**src/hdl/pcd_pkg.sv**
```systemverilog
package pcd_pkg;

   localparam int CsrIndexWidth = 2;
   localparam int CsrDataWidth  = 16;

   localparam logic [CsrIndexWidth-1:0] CSR_ECHO_BLANK  = 2'd0;
   localparam logic [CsrIndexWidth-1:0] CSR_SHORT_LIMIT = 2'd1;
   localparam logic [CsrIndexWidth-1:0] CSR_LONG_LIMIT  = 2'd2;

   localparam logic [15:0] ECHO_BLANK_RESET  = 16'd100;
   localparam logic [15:0] SHORT_LIMIT_RESET = 16'd300;
   localparam logic [15:0] LONG_LIMIT_RESET  = 16'd1000;

   localparam logic [1:0] DIGIT_SHORT = 2'd1;
   localparam logic [1:0] DIGIT_LONG  = 2'd2;

   localparam logic STATUS_TIMEOUT  = 1'b0;
   localparam logic STATUS_OVERFLOW = 1'b1;

   typedef enum logic [1:0] {
      PHASE_IDLE   = 2'd0,
      PHASE_BLANK  = 2'd1,
      PHASE_LISTEN = 2'd2
   } phase_type;

   typedef struct packed {
      logic pulse_seen;
   } req_word_type;

   typedef struct packed {
      logic [31:0] command_code;
      logic [3:0]  digit_count;
      logic        status;
   } rsp_word_type;

   typedef struct packed {
      logic [15:0] echo_blank_ticks;
      logic [15:0] short_limit_ticks;
      logic [15:0] long_limit_ticks;
   } cfg_type;

   typedef struct packed {
      logic         valid;
      rsp_word_type word;
   } res_type;

endpackage

```
**src/hdl/pcd_chan_if.sv**
```systemverilog
interface pcd_chan_if #(parameter type word_type = logic);
   logic     valid;
   logic     ready;
   word_type word;

   modport source (output valid, output word, input ready);
   modport sink   (input valid, input word, output ready);
endinterface

```
**src/hdl/pcd_csr.sv**
```systemverilog
module pcd_csr
   import pcd_pkg::*;
(
   input  logic                     clock,
   input  logic                     reset,
   input  logic                     csr_wr_en,
   input  logic [CsrIndexWidth-1:0] csr_index,
   input  logic [CsrDataWidth-1:0]  csr_wdata,
   output cfg_type                  cfg
);

   cfg_type cfg_ff;
   cfg_type cfg_in;

   always_comb begin
      cfg_in = cfg_ff;
      if (csr_wr_en) begin
         case (csr_index)
            CSR_ECHO_BLANK:  cfg_in.echo_blank_ticks  = csr_wdata;
            CSR_SHORT_LIMIT: cfg_in.short_limit_ticks = csr_wdata;
            CSR_LONG_LIMIT:  cfg_in.long_limit_ticks  = csr_wdata;
            default:         cfg_in = cfg_ff;
         endcase
      end
   end

   always_ff @(posedge clock) begin
      if (reset) begin
         cfg_ff.echo_blank_ticks  <= ECHO_BLANK_RESET;
         cfg_ff.short_limit_ticks <= SHORT_LIMIT_RESET;
         cfg_ff.long_limit_ticks  <= LONG_LIMIT_RESET;
      end else begin
         cfg_ff <= cfg_in;
      end
   end

   assign cfg = cfg_ff;

endmodule

```
**src/hdl/pcd_seq.sv**
```systemverilog
module pcd_seq
   import pcd_pkg::*;
#(
   parameter int MAX_PULSES = 10
)
(
   input  logic    clock,
   input  logic    reset,
   input  logic    step_en,
   input  logic    pulse_seen,
   input  cfg_type cfg,
   output res_type res
);

   localparam logic [3:0] DigitLimit = 4'(MAX_PULSES - 1);

   phase_type   phase_ff, phase_in;
   logic [16:0] timer_ff, timer_in;
   logic [3:0]  digits_ff, digits_in;
   logic [31:0] code_ff, code_in;

   logic [16:0] timer_inc;
   logic [1:0]  digit;
   logic [31:0] code_sum;
   logic [31:0] code_next;
   logic [3:0]  digits_next;
   phase_type   blank_phase;

   always_comb begin
      timer_inc   = timer_ff + 17'd1;
      digit       = (timer_ff <= {1'b0, cfg.short_limit_ticks}) ? DIGIT_SHORT : DIGIT_LONG;
      code_sum    = code_ff + {30'd0, digit};
      code_next   = (code_sum << 3) + (code_sum << 1);
      digits_next = digits_ff + 4'd1;
      blank_phase = (cfg.echo_blank_ticks == 16'd0) ? PHASE_LISTEN : PHASE_BLANK;

      phase_in  = phase_ff;
      timer_in  = timer_ff;
      digits_in = digits_ff;
      code_in   = code_ff;
      res.valid             = 1'b0;
      res.word.command_code = code_ff;
      res.word.digit_count  = digits_ff;
      res.word.status       = STATUS_TIMEOUT;

      if (step_en) begin
         case (phase_ff)
            PHASE_BLANK: begin
               if (timer_inc >= {1'b0, cfg.echo_blank_ticks}) begin
                  phase_in = PHASE_LISTEN;
                  timer_in = 17'd0;
               end else begin
                  timer_in = timer_inc;
               end
            end
            PHASE_LISTEN: begin
               if (pulse_seen) begin
                  code_in   = code_next;
                  digits_in = digits_next;
                  timer_in  = 17'd0;
                  if (digits_next >= DigitLimit) begin
                     phase_in              = PHASE_IDLE;
                     res.valid             = 1'b1;
                     res.word.command_code = code_next;
                     res.word.digit_count  = digits_next;
                     res.word.status       = STATUS_OVERFLOW;
                  end else begin
                     phase_in = blank_phase;
                  end
               end else if (timer_ff >= {1'b0, cfg.long_limit_ticks}) begin
                  phase_in  = PHASE_IDLE;
                  timer_in  = 17'd0;
                  res.valid = 1'b1;
               end else begin
                  timer_in = timer_inc;
               end
            end
            default: begin
               phase_in = PHASE_IDLE;
               if (pulse_seen) begin
                  digits_in = 4'd0;
                  code_in   = 32'd0;
                  timer_in  = 17'd0;
                  phase_in  = blank_phase;
               end
            end
         endcase
      end
   end

   always_ff @(posedge clock) begin
      if (reset) begin
         phase_ff  <= PHASE_IDLE;
         timer_ff  <= 17'd0;
         digits_ff <= 4'd0;
         code_ff   <= 32'd0;
      end else begin
         phase_ff  <= phase_in;
         timer_ff  <= timer_in;
         digits_ff <= digits_in;
         code_ff   <= code_in;
      end
   end

   // a result only ever comes out of the listen phase
   assert property (@(posedge clock) disable iff (reset)
      res.valid |-> (phase_ff == PHASE_LISTEN))
      else $error("result outside listen phase");

   // every result returns the sequencer to idle
   assert property (@(posedge clock) disable iff (reset)
      res.valid |=> (phase_ff == PHASE_IDLE) && (timer_ff == 17'd0))
      else $error("sequencer not idle after result");

   // overflow is reported exactly at the digit limit
   assert property (@(posedge clock) disable iff (reset)
      (res.valid && res.word.status == STATUS_OVERFLOW) |-> (res.word.digit_count == DigitLimit))
      else $error("overflow at wrong digit count");

   // state holds when no word is processed
   assert property (@(posedge clock) disable iff (reset)
      !step_en |=> $stable(phase_ff) && $stable(timer_ff) && $stable(code_ff))
      else $error("state moved without a word");

endmodule

```
**src/hdl/pulse_interval_command_decoder_unit.sv**
```systemverilog
// An accepted word is registered, then processed once the output register is free, and
// its result (if any) is registered in the output register and offered on rsp_chan.
// Throughput: one word per cycle, set by the state update loop, while no result waits.
// Output register lets a new word enter while a result waits on rsp_chan.
// Reset (synchronous, active high): idle phase, counters cleared, registers at defaults.
module pulse_interval_command_decoder_unit
   import pcd_pkg::*;
#(
   parameter int MAX_PULSES = 10
)
(
   input  logic                     clock,
   input  logic                     reset,
   pcd_chan_if.sink                 req_chan,
   pcd_chan_if.source               rsp_chan,
   input  logic                     csr_wr_en,
   input  logic [CsrIndexWidth-1:0] csr_index,
   input  logic [CsrDataWidth-1:0]  csr_wdata
);

   cfg_type      cfg;
   res_type      res;

   logic         in_valid_ff, in_valid_in;
   logic         in_pulse_ff;
   logic         out_valid_ff, out_valid_in;
   rsp_word_type out_word_ff;
   logic         out_free;
   logic         step_en;
   logic         req_take;

   assign out_free = !out_valid_ff || rsp_chan.ready;
   assign step_en  = in_valid_ff && out_free;
   assign req_chan.ready = !in_valid_ff || out_free;
   assign req_take = req_chan.valid && req_chan.ready;

   pcd_csr u_csr (
      .clock     (clock),
      .reset     (reset),
      .csr_wr_en (csr_wr_en),
      .csr_index (csr_index),
      .csr_wdata (csr_wdata),
      .cfg       (cfg)
   );

   pcd_seq #(
      .MAX_PULSES (MAX_PULSES)
   ) u_seq (
      .clock      (clock),
      .reset      (reset),
      .step_en    (step_en),
      .pulse_seen (in_pulse_ff),
      .cfg        (cfg),
      .res        (res)
   );

   always_comb begin
      in_valid_in = in_valid_ff;
      if (req_take) begin
         in_valid_in = 1'b1;
      end else if (step_en) begin
         in_valid_in = 1'b0;
      end
      out_valid_in = out_valid_ff;
      if (step_en && res.valid) begin
         out_valid_in = 1'b1;
      end else if (rsp_chan.ready) begin
         out_valid_in = 1'b0;
      end
   end

   always_ff @(posedge clock) begin
      if (reset) begin
         in_valid_ff  <= 1'b0;
         out_valid_ff <= 1'b0;
      end else begin
         in_valid_ff  <= in_valid_in;
         out_valid_ff <= out_valid_in;
      end
   end

   always_ff @(posedge clock) begin
      if (req_take) begin
         in_pulse_ff <= req_chan.word.pulse_seen;
      end
      if (step_en && res.valid) begin
         out_word_ff <= res.word;
      end
   end

   assign rsp_chan.valid = out_valid_ff;
   assign rsp_chan.word  = out_word_ff;

   // a result is never written over one that is still waiting
   assert property (@(posedge clock) disable iff (reset)
      (step_en && res.valid) |-> (!out_valid_ff || rsp_chan.ready))
      else $error("result word overwritten");

endmodule

```
**src/flat_wrapper.sv**
```systemverilog
// flat-port wrapper written by rule: the top's interface ports become plain ports
module pulse_interval_command_decoder_unit_flat import pcd_pkg::*;
#(
   parameter int MAX_PULSES = 10
)
  (clock, reset, csr_wr_en, csr_index, csr_wdata, req_chan_valid, req_chan_word, req_chan_ready, rsp_chan_valid, rsp_chan_word, rsp_chan_ready);
  pcd_chan_if #(.word_type(req_word_type)) req_chan_i ();
  pcd_chan_if #(.word_type(rsp_word_type)) rsp_chan_i ();
  input  logic clock;
  input  logic reset;
  input  logic csr_wr_en;
  input  logic [CsrIndexWidth-1:0] csr_index;
  input  logic [CsrDataWidth-1:0] csr_wdata;
  input wire logic [$bits(req_chan_i.valid)-1:0] req_chan_valid;
  input wire logic [$bits(req_chan_i.word)-1:0] req_chan_word;
  output wire logic [$bits(req_chan_i.ready)-1:0] req_chan_ready;
  output wire logic [$bits(rsp_chan_i.valid)-1:0] rsp_chan_valid;
  output wire logic [$bits(rsp_chan_i.word)-1:0] rsp_chan_word;
  input wire logic [$bits(rsp_chan_i.ready)-1:0] rsp_chan_ready;
  assign req_chan_i.valid = req_chan_valid;
  assign req_chan_i.word = req_chan_word;
  assign req_chan_ready = req_chan_i.ready;
  assign rsp_chan_valid = rsp_chan_i.valid;
  assign rsp_chan_word = rsp_chan_i.word;
  assign rsp_chan_i.ready = rsp_chan_ready;
  pulse_interval_command_decoder_unit #(.MAX_PULSES(MAX_PULSES)) u_core (.clock(clock), .reset(reset), .req_chan(req_chan_i), .rsp_chan(rsp_chan_i), .csr_wr_en(csr_wr_en), .csr_index(csr_index), .csr_wdata(csr_wdata));
endmodule
```
**config.mk**
```make
export PLATFORM = sky130hd
export DESIGN_NAME = pulse_interval_command_decoder_unit_flat
export DESIGN_NICKNAME = d
export VERILOG_FILES = /design/src/hdl/pcd_pkg.sv /design/src/hdl/pcd_chan_if.sv /design/src/hdl/pcd_csr.sv /design/src/hdl/pcd_seq.sv /design/src/hdl/pulse_interval_command_decoder_unit.sv /design/src/flat_wrapper.sv
export SDC_FILE = /design/constraint.sdc
export NUM_CORES = 1
export LEC_CHECK = 0
export ABC_AREA = 1
export BUFFER_PORTS_ARGS = -buffer_cell sky130_fd_sc_hd__buf_4
export CELL_PAD_IN_SITES_DETAIL_PLACEMENT = 1
export CELL_PAD_IN_SITES_GLOBAL_PLACEMENT = 1
export CORE_MARGIN = 4
export CORE_UTILIZATION = 49
export DETAILED_ROUTE_END_ITERATION = 12
export PLACE_DENSITY_LB_ADDON = 0.1
export REMOVE_ABC_BUFFERS = 1
export SYNTH_ARGS = -nofsm -noshare
export SYNTH_HDL_FRONTEND = slang
export SYNTH_SLANG_ARGS = --single-unit
export TNS_END_PERCENT = 30
```
**constraint.sdc**
```tcl
create_clock -name clock -period 7.93 [get_ports clock]
set_clock_uncertainty 0.1 [all_clocks]
set_input_delay 0.3965 -clock clock [delete_from_list [all_inputs] [get_ports clock]]
set_output_delay 0.3965 -clock clock [all_outputs]
set_load 0.05 [all_outputs]
```
==> results of run 1 <==
cell usage after synthesis (4+ instances only):
library cell    n
xnor2_1        14
nand2_2        20
inv_2          10
o211ai_1       14
nand2_1       294
nor2_1         71
inv_1         185
ha_1           81
nor3_1         24
nand2_4         4
nand4_1        28
nor4_1          8
a21o_1          5
nand3_1        70
nor2_4          6
a21oi_2         4
or2_2          10
edfxtp_1       37
dfxtp_1       104
nor2_2          5
clkbuf_1       29
o21ai_0        70
nand3_2         5
o21ai_1         8
xor2_1         38
a21oi_1       127
nand3b_1        4
routing by layer:
| layer | vias up | track usage | wire length [microns] | share of wire |
|---|---|---|---|---|
| li1 | 4424 | - | - | - |
| met3 | 67 | 0.0432 | 888 | 0.029 |
| met5 | - | 0 | 0 | 0 |
| met1 | 4382 | 0.330 | 12700 | 0.42 |
| met4 | 0 | 0.107 | 1010 | 0.033 |
| met2 | 170 | 0.522 | 15700 | 0.52 |
sequential cells by signal (all words and copies together), names as in the netlist:
signal / count
u_core.in_valid_ff: 1
u_core.u_seq.digits_ff: 4
u_core.u_seq.timer_ff: 17
u_core.rsp_chan.word: 36
u_core.u_seq.code_ff: 31
u_core.u_csr.cfg: 48
u_core.rsp_chan.valid: 1
u_core.in_pulse_ff: 1
u_core.u_seq.phase_ff: 2
where the power goes:
| group | switching (mW) | total, mW | internal (mW) |
|---|---|---|---|
| logic | 0.0816 | 0.117 | 0.0355 |
| registers | 0.00748 | 0.757 | 0.750 |
| clock network | 0.383 | 0.834 | 0.451 |
| total | 0.472 | 1.71 | 1.24 |
cells by family after synthesis:
kind of cell / Yosys count / synth area share
xor gates and xnor gates: 52 / 0.0480
other: 1 / 0.000395
AOI/OAI and AO/OA: 245 / 0.142
adders and majority gates: 82 / 0.109
and+or+nand+nor: 557 / 0.269
buffers and inverters: 230 / 0.0926
muxes: 2 / 0.00211
DFF: 141 / 0.337
metrics by stage:
stage               area, sq um   util  worst slack, ps
finish                    10800  0.571             1700
global route              10800  0.571             1100
CTS                       10800  0.571             1730
detailed placement        10200  0.540             2020
global placement          10200  0.540             2370
floorplan                  9340      -             2950
layout make-up:
class	count	area [sq um]	area share
clock buffers	17	425	0.0394
clock inverters	15	169	0.0157
inverters	195	732	0.0678
multi-input cells	939	5410	0.502
flip-flops and latches	141	3190	0.296
well taps	260	325	0.0302
repair buffers	71	533	0.0494
layout by cell type, fill, tap and decap left out, types with 3 or more instances in the layout:
cell type    n
nand3b_1     4
edfxtp_1    37
inv_8        6
xnor2_1     14
xor2_1      38
nand2_4      4
nand3_2      5
nor2_1      71
a31oi_1      3
o21ai_1      8
a21o_1       5
or2_2       10
nor2_4       6
nand4_1     28
nor3_1      24
nand2_2     20
ha_1        81
nor2_2       5
buf_4       71
inv_2       10
inv_1      185
inv_6        4
o211ai_1    14
nor4_1       8
nand3_1     70
a21oi_1    127
clkbuf_16   17
nand2_1    294
a21oi_2      4
dfxtp_1    104
o21ai_0     70
o21bai_1     3
critical path, delay by kind of cell, from the launching register on:
kind | cells | cell delay [ps]
and+or+nand+nor | 20 | 2200
xor gates and xnor gates | 1 | 170
buffers and inverters | 6 | 480
AOI/OAI and AO/OA | 7 | 1760
DFF | 1 | 370
adders and majority gates | 3 | 890
final timing paths:
| check | to | cells past startpoint | slack [ps] | startpoint |
|---|---|---|---|---|
| worst min register to register | u_core.u_csr.cfg[17]$_SDFFE_PP0P_ | 2 | 360 | u_core.u_csr.cfg[17]$_SDFFE_PP0P_ |
| worst min-delay path | u_core.in_pulse_ff$_DFFE_PP_ | 1 | 60 | req_chan_word |
| worst max-delay path | u_core.rsp_chan.word[35]$_DFFE_PP_ | 37 | 1700 | u_core.u_seq.timer_ff[4]$_SDFFE_PP0P_ |
| worst max register to register | u_core.rsp_chan.word[35]$_DFFE_PP_ | 37 | 1700 | u_core.u_seq.timer_ff[4]$_SDFFE_PP0P_ |
==> results.json, run 1 <==
{
  "max_freq_mhz": 161,
  "tightest_slew_ps": 1140,
  "setup_tns_ps": 0,
  "cts_tree": "built",
  "dp_cells": 1606,
  "whs_ps": 57.7,
  "io-pin-count": 63,
  "vdd_drop_max_uv": 144,
  "diodes": 0,
  "synth.top_cell.area_share": 0.220,
  "syn_inst": 1310,
  "die_h_microns": 147,
  "core_sq_mm": 0.0189,
  "num-nets-final": 1471,
  "setup_viol": 0,
  "initial_utilization": 0.502,
  "synth_edf_count": 37,
  "crit_top_cell": "nand2_1",
  "slowest_delay_ps": 780,
  "post-cts-setup-buffer-count": 0,
  "portBuffers": 61,
  "min_path_type": "input port to register",
  "syn_to_final_growth_pct": 13.8,
  "first_pass_iters": 5,
  "die_x_microns": 147,
  "ys_ff_latch": 141,
  "clk_latency_ps": 440,
  "yosys.area.top_type": "dfxtp_1",
  "power_mw": 1.71,
  "cp-end-kind": "register",
  "cts.reportedPaths.clkPinSlew_ps": 70,
  "grt_pass1_vias": 9687,
  "final-max-slew-violation-count": 0,
  "yosysSeqAreaShare": 0.337,
  "stdcell_count": 1638,
  "nFillCells": 2504,
  "grt_antenna_before_repair": 0,
  "grt_pass1_wl_microns": 49400,
  "viasPerCell": 5.52,
  "outcome": "complete, no violations",
  "worstSetupPathType": "register to register",
  "place_congestion": 0.901,
  "cts_root_buf": "clkbuf_16",
  "synthFlopType": "dfxtp_1",
  "dr.first_iter.drc_count": 420,
  "path_max_fanout": 7,
  "post-route-period-util": 0.786,
  "vias": 9043,
  "ys_warn_count": 0,
  "postRouteAntennaNets": 0,
  "dpl.hpwl_microns": 22000,
  "cts.path.max_buffers": 2,
  "maxCapViolCount": 0,
  "start_kind": "register",
  "drc": 0,
  "syn_area_sq_mm": 0.00948,
  "synth_cell_type_count": 51,
  "crit_slowest_cell": "a2111oi_0",
  "cts_resized": 0,
  "rsz0062_at_grt": "no",
  "grt_max_degree": 54,
  "h-tree-depth": 4,
  "wl_microns": 30200,
  "leakage_nw": 5.12,
  "numCtsBuffers": 17,
  "slew_headroom": 0.242,
  "synthArstFlopShare": 0,
  "holdBufCountCts": 0,
  "critical_path_required_ps": 8030,
  "overflow": 0,
  "die_area_sq_mm": 0.0216,
  "wl_per_cell_microns": 18.5,
  "track_usage": 0.283,
  "power_density_mw_per_mm2": 158,
  "finalHoldViolations": 0,
  "fp-row-count": 50,
  "layout-drive-gt1-share": 0.126,
  "critPathArrivalTime_ps": 6330,
  "min_period_ps": 6230,
  "syn_avg_cell_area_sq_um": 7.24,
  "yosys-top-cells-area": "dfxtp_1 (22%), edfxtp_1 (12%), nand2_1 (12%)",
  "cts.sinks": 141
}
Power figures use the tool's default switching activity.
==> run 2: changes to the inputs <==
CORE_UTILIZATION = 45   (was 49)
clock period = 6.4 ns   (was 7.93 ns; I/O delays follow)
==> run 2 against run 1 <==
Die area up 8.4%. Sequential cell count unchanged. Core utilization down 4.5 points. Final cell count up 0.55%. Register-to-register slack worse by 900 ps. Worst setup slack worse by 900 ps. Critical path type unchanged. Largest cell class unchanged. Highest routed layer unchanged.
==> results.json, run 2 (synthesis gave the netlist of run 1 again) <==
{
  "outcome": "complete, no violations",
  "syn_to_final_growth_pct": 13.7,
  "cts_tree": "built",
  "grt_pass1_vias": 9306,
  "largest_reg_flops": 48,
  "portBuffers": 61,
  "h-tree-depth": 4,
  "first_pass_iters": 4,
  "dpl.hpwl_microns": 21200,
  "critPathArrivalTime_ps": 5680,
  "nFillCells": 2633,
  "power_frac_seq": 0.453,
  "viasPerCell": 5.35,
  "mostFrequentLayoutCell": "nand2_1",
  "leakage_nw": 5.11,
  "numCtsBuffers": 17,
  "reg2regPathDepth": 38,
  "path_max_fanout": 7,
  "min_period_ps": 5600,
  "final-max-slew-violation-count": 0,
  "slowest_delay_ps": 390,
  "postRouteAntennaNets": 0,
  "min_path_type": "input port to register",
  "holdPathStages": 3,
  "crit_top_cell": "nand2_1",
  "vdd_drop_max_uv": 156,
  "cp-startpoint": "u_core.u_seq.timer_ff[3]$_SDFFE_PP0P_",
  "drc": 0,
  "power_density_mw_per_mm2": 192,
  "finalHoldViolations": 0,
  "p_int_mw": 1.55,
  "crit_slowest_cell": "ha_1",
  "stdcell_count": 1647,
  "worstSetupPathType": "register to register",
  "cts_root_buf": "clkbuf_16",
  "grt_antenna_before_repair": 0,
  "slew_headroom": 0.270,
  "max_freq_mhz": 179,
  "setup_tns_ps": 0,
  "fp-row-count": 52,
  "diodes": 0,
  "maxCapViolCount": 0,
  "die_area_sq_mm": 0.0235,
  "overflow": 0,
  "die_x_microns": 153,
  "cts.sinks": 141,
  "final_cell_mix": "nand2_1 (294), inv_1 (185), a21oi_1 (127)",
  "p_sw_mw": 0.526,
  "setup_viol": 0,
  "start_kind": "register",
  "wl_microns": 28700,
  "dr.first_iter.drc_count": 331,
  "critical_path_required_ps": 6490,
  "tightest_slew_ps": 1090,
  "cp-end-kind": "register",
  "wl_per_cell_microns": 17.4,
  "timing.final.ws_setup_ps": 805,
  "dp_cells": 1615,
  "clk_latency_ps": 430,
  "io-pin-count": 63,
  "grt_max_degree": 54,
  "track_usage": 0.248,
  "vias": 8812,
  "clkPwrFrac": 0.479,
  "num-nets-final": 1471,
  "core_sq_mm": 0.0205,
  "pwr-share-comb": 0.068,
  "hp-start": "csr_wdata[3]",
  "initial_utilization": 0.463,
  "grt_pass1_wl_microns": 47200,
  "pre_cts_slack_ps": 821,
  "place_congestion": 0.894,
  "rr_startpoint": "u_core.u_seq.timer_ff[3]$_SDFFE_PP0P_",
  "layout-drive-gt1-share": 0.123,
  "post-route-period-util": 0.874,
  "switching_share": 0.254,
  "cts.reportedPaths.clkPinSlew_ps": 70,
  "cts.path.max_buffers": 2,
  "die_h_microns": 153,
  "rsz0062_at_grt": "no"
}
-- run 2: timing repair --
item / CTS / global route
setup buffers: 0 / 0
hold endpoints to repair: 1 / 0
hold buffers: 1 / 0
resized for setup: 0 / 0
-- run 2: power by group through the flow --
stage	Clock, mW	Combinational, mW	Sequential, mW
4_1_cts	1.01	0.142	0.939
3_5_place_dp	0	0.140	0.958
2_1_floorplan	0	0.0767	0.958
5_1_grt	1.05	0.158	0.940
3_3_place_gp	0	0.137	0.957
6_report	0.992	0.140	0.939
-- run 2: per-layer routing --
metal	track usage	routed length (microns)
met5	0	0
met4	0.0645	502
met1	0.297	12600
met3	0.0328	585
met2	0.465	15000
-- run 2: worst paths after layout --
check	end	slack [ps]
setup / recovery	u_core.rsp_chan.word[35]$_DFFE_PP_	800
hold / removal	u_core.u_csr.cfg[3]$_SDFFE_PP1P_	20
setup reg to reg	u_core.rsp_chan.word[35]$_DFFE_PP_	800
hold reg to reg	u_core.u_csr.cfg[31]$_SDFFE_PP0P_	360
-- run 2: worst max-delay path: cells and delay by family (launching register included) --
family                     cells  cell delay (ps)
and+or+nand+nor               20             2010
AOI/OAI and AO/OA              7             1160
xor gates and xnor gates       1              150
adders and majority gates      3              860
DFF                            1              370
buffers and inverters          7              680
-- run 2: area by class of cell --
type	instances	area, sq um	area share
sequential	141	3190	0.296
inverter	195	732	0.0679
clock inverter	11	109	0.0101
timing repair buffer	71	536	0.0496
multi-input combinational	939	5410	0.502
clock buffer	20	468	0.0434
tap	270	338	0.0313
-- run 2: per-stage QoR --
| stage | area, sq um | power, mW | utilization | hold slack, ps |
|---|---|---|---|---|
| floorplan | 9340 | 1.03 | - | 282 |
| global placement | 10200 | 1.09 | 0.498 | 348 |
| detailed placement | 10200 | 1.10 | 0.498 | 353 |
| CTS | 10800 | 2.09 | 0.526 | 14.9 |
| global route | 10800 | 2.15 | 0.526 | 41.4 |
| finish | 10800 | 2.07 | 0.526 | 24.0 |
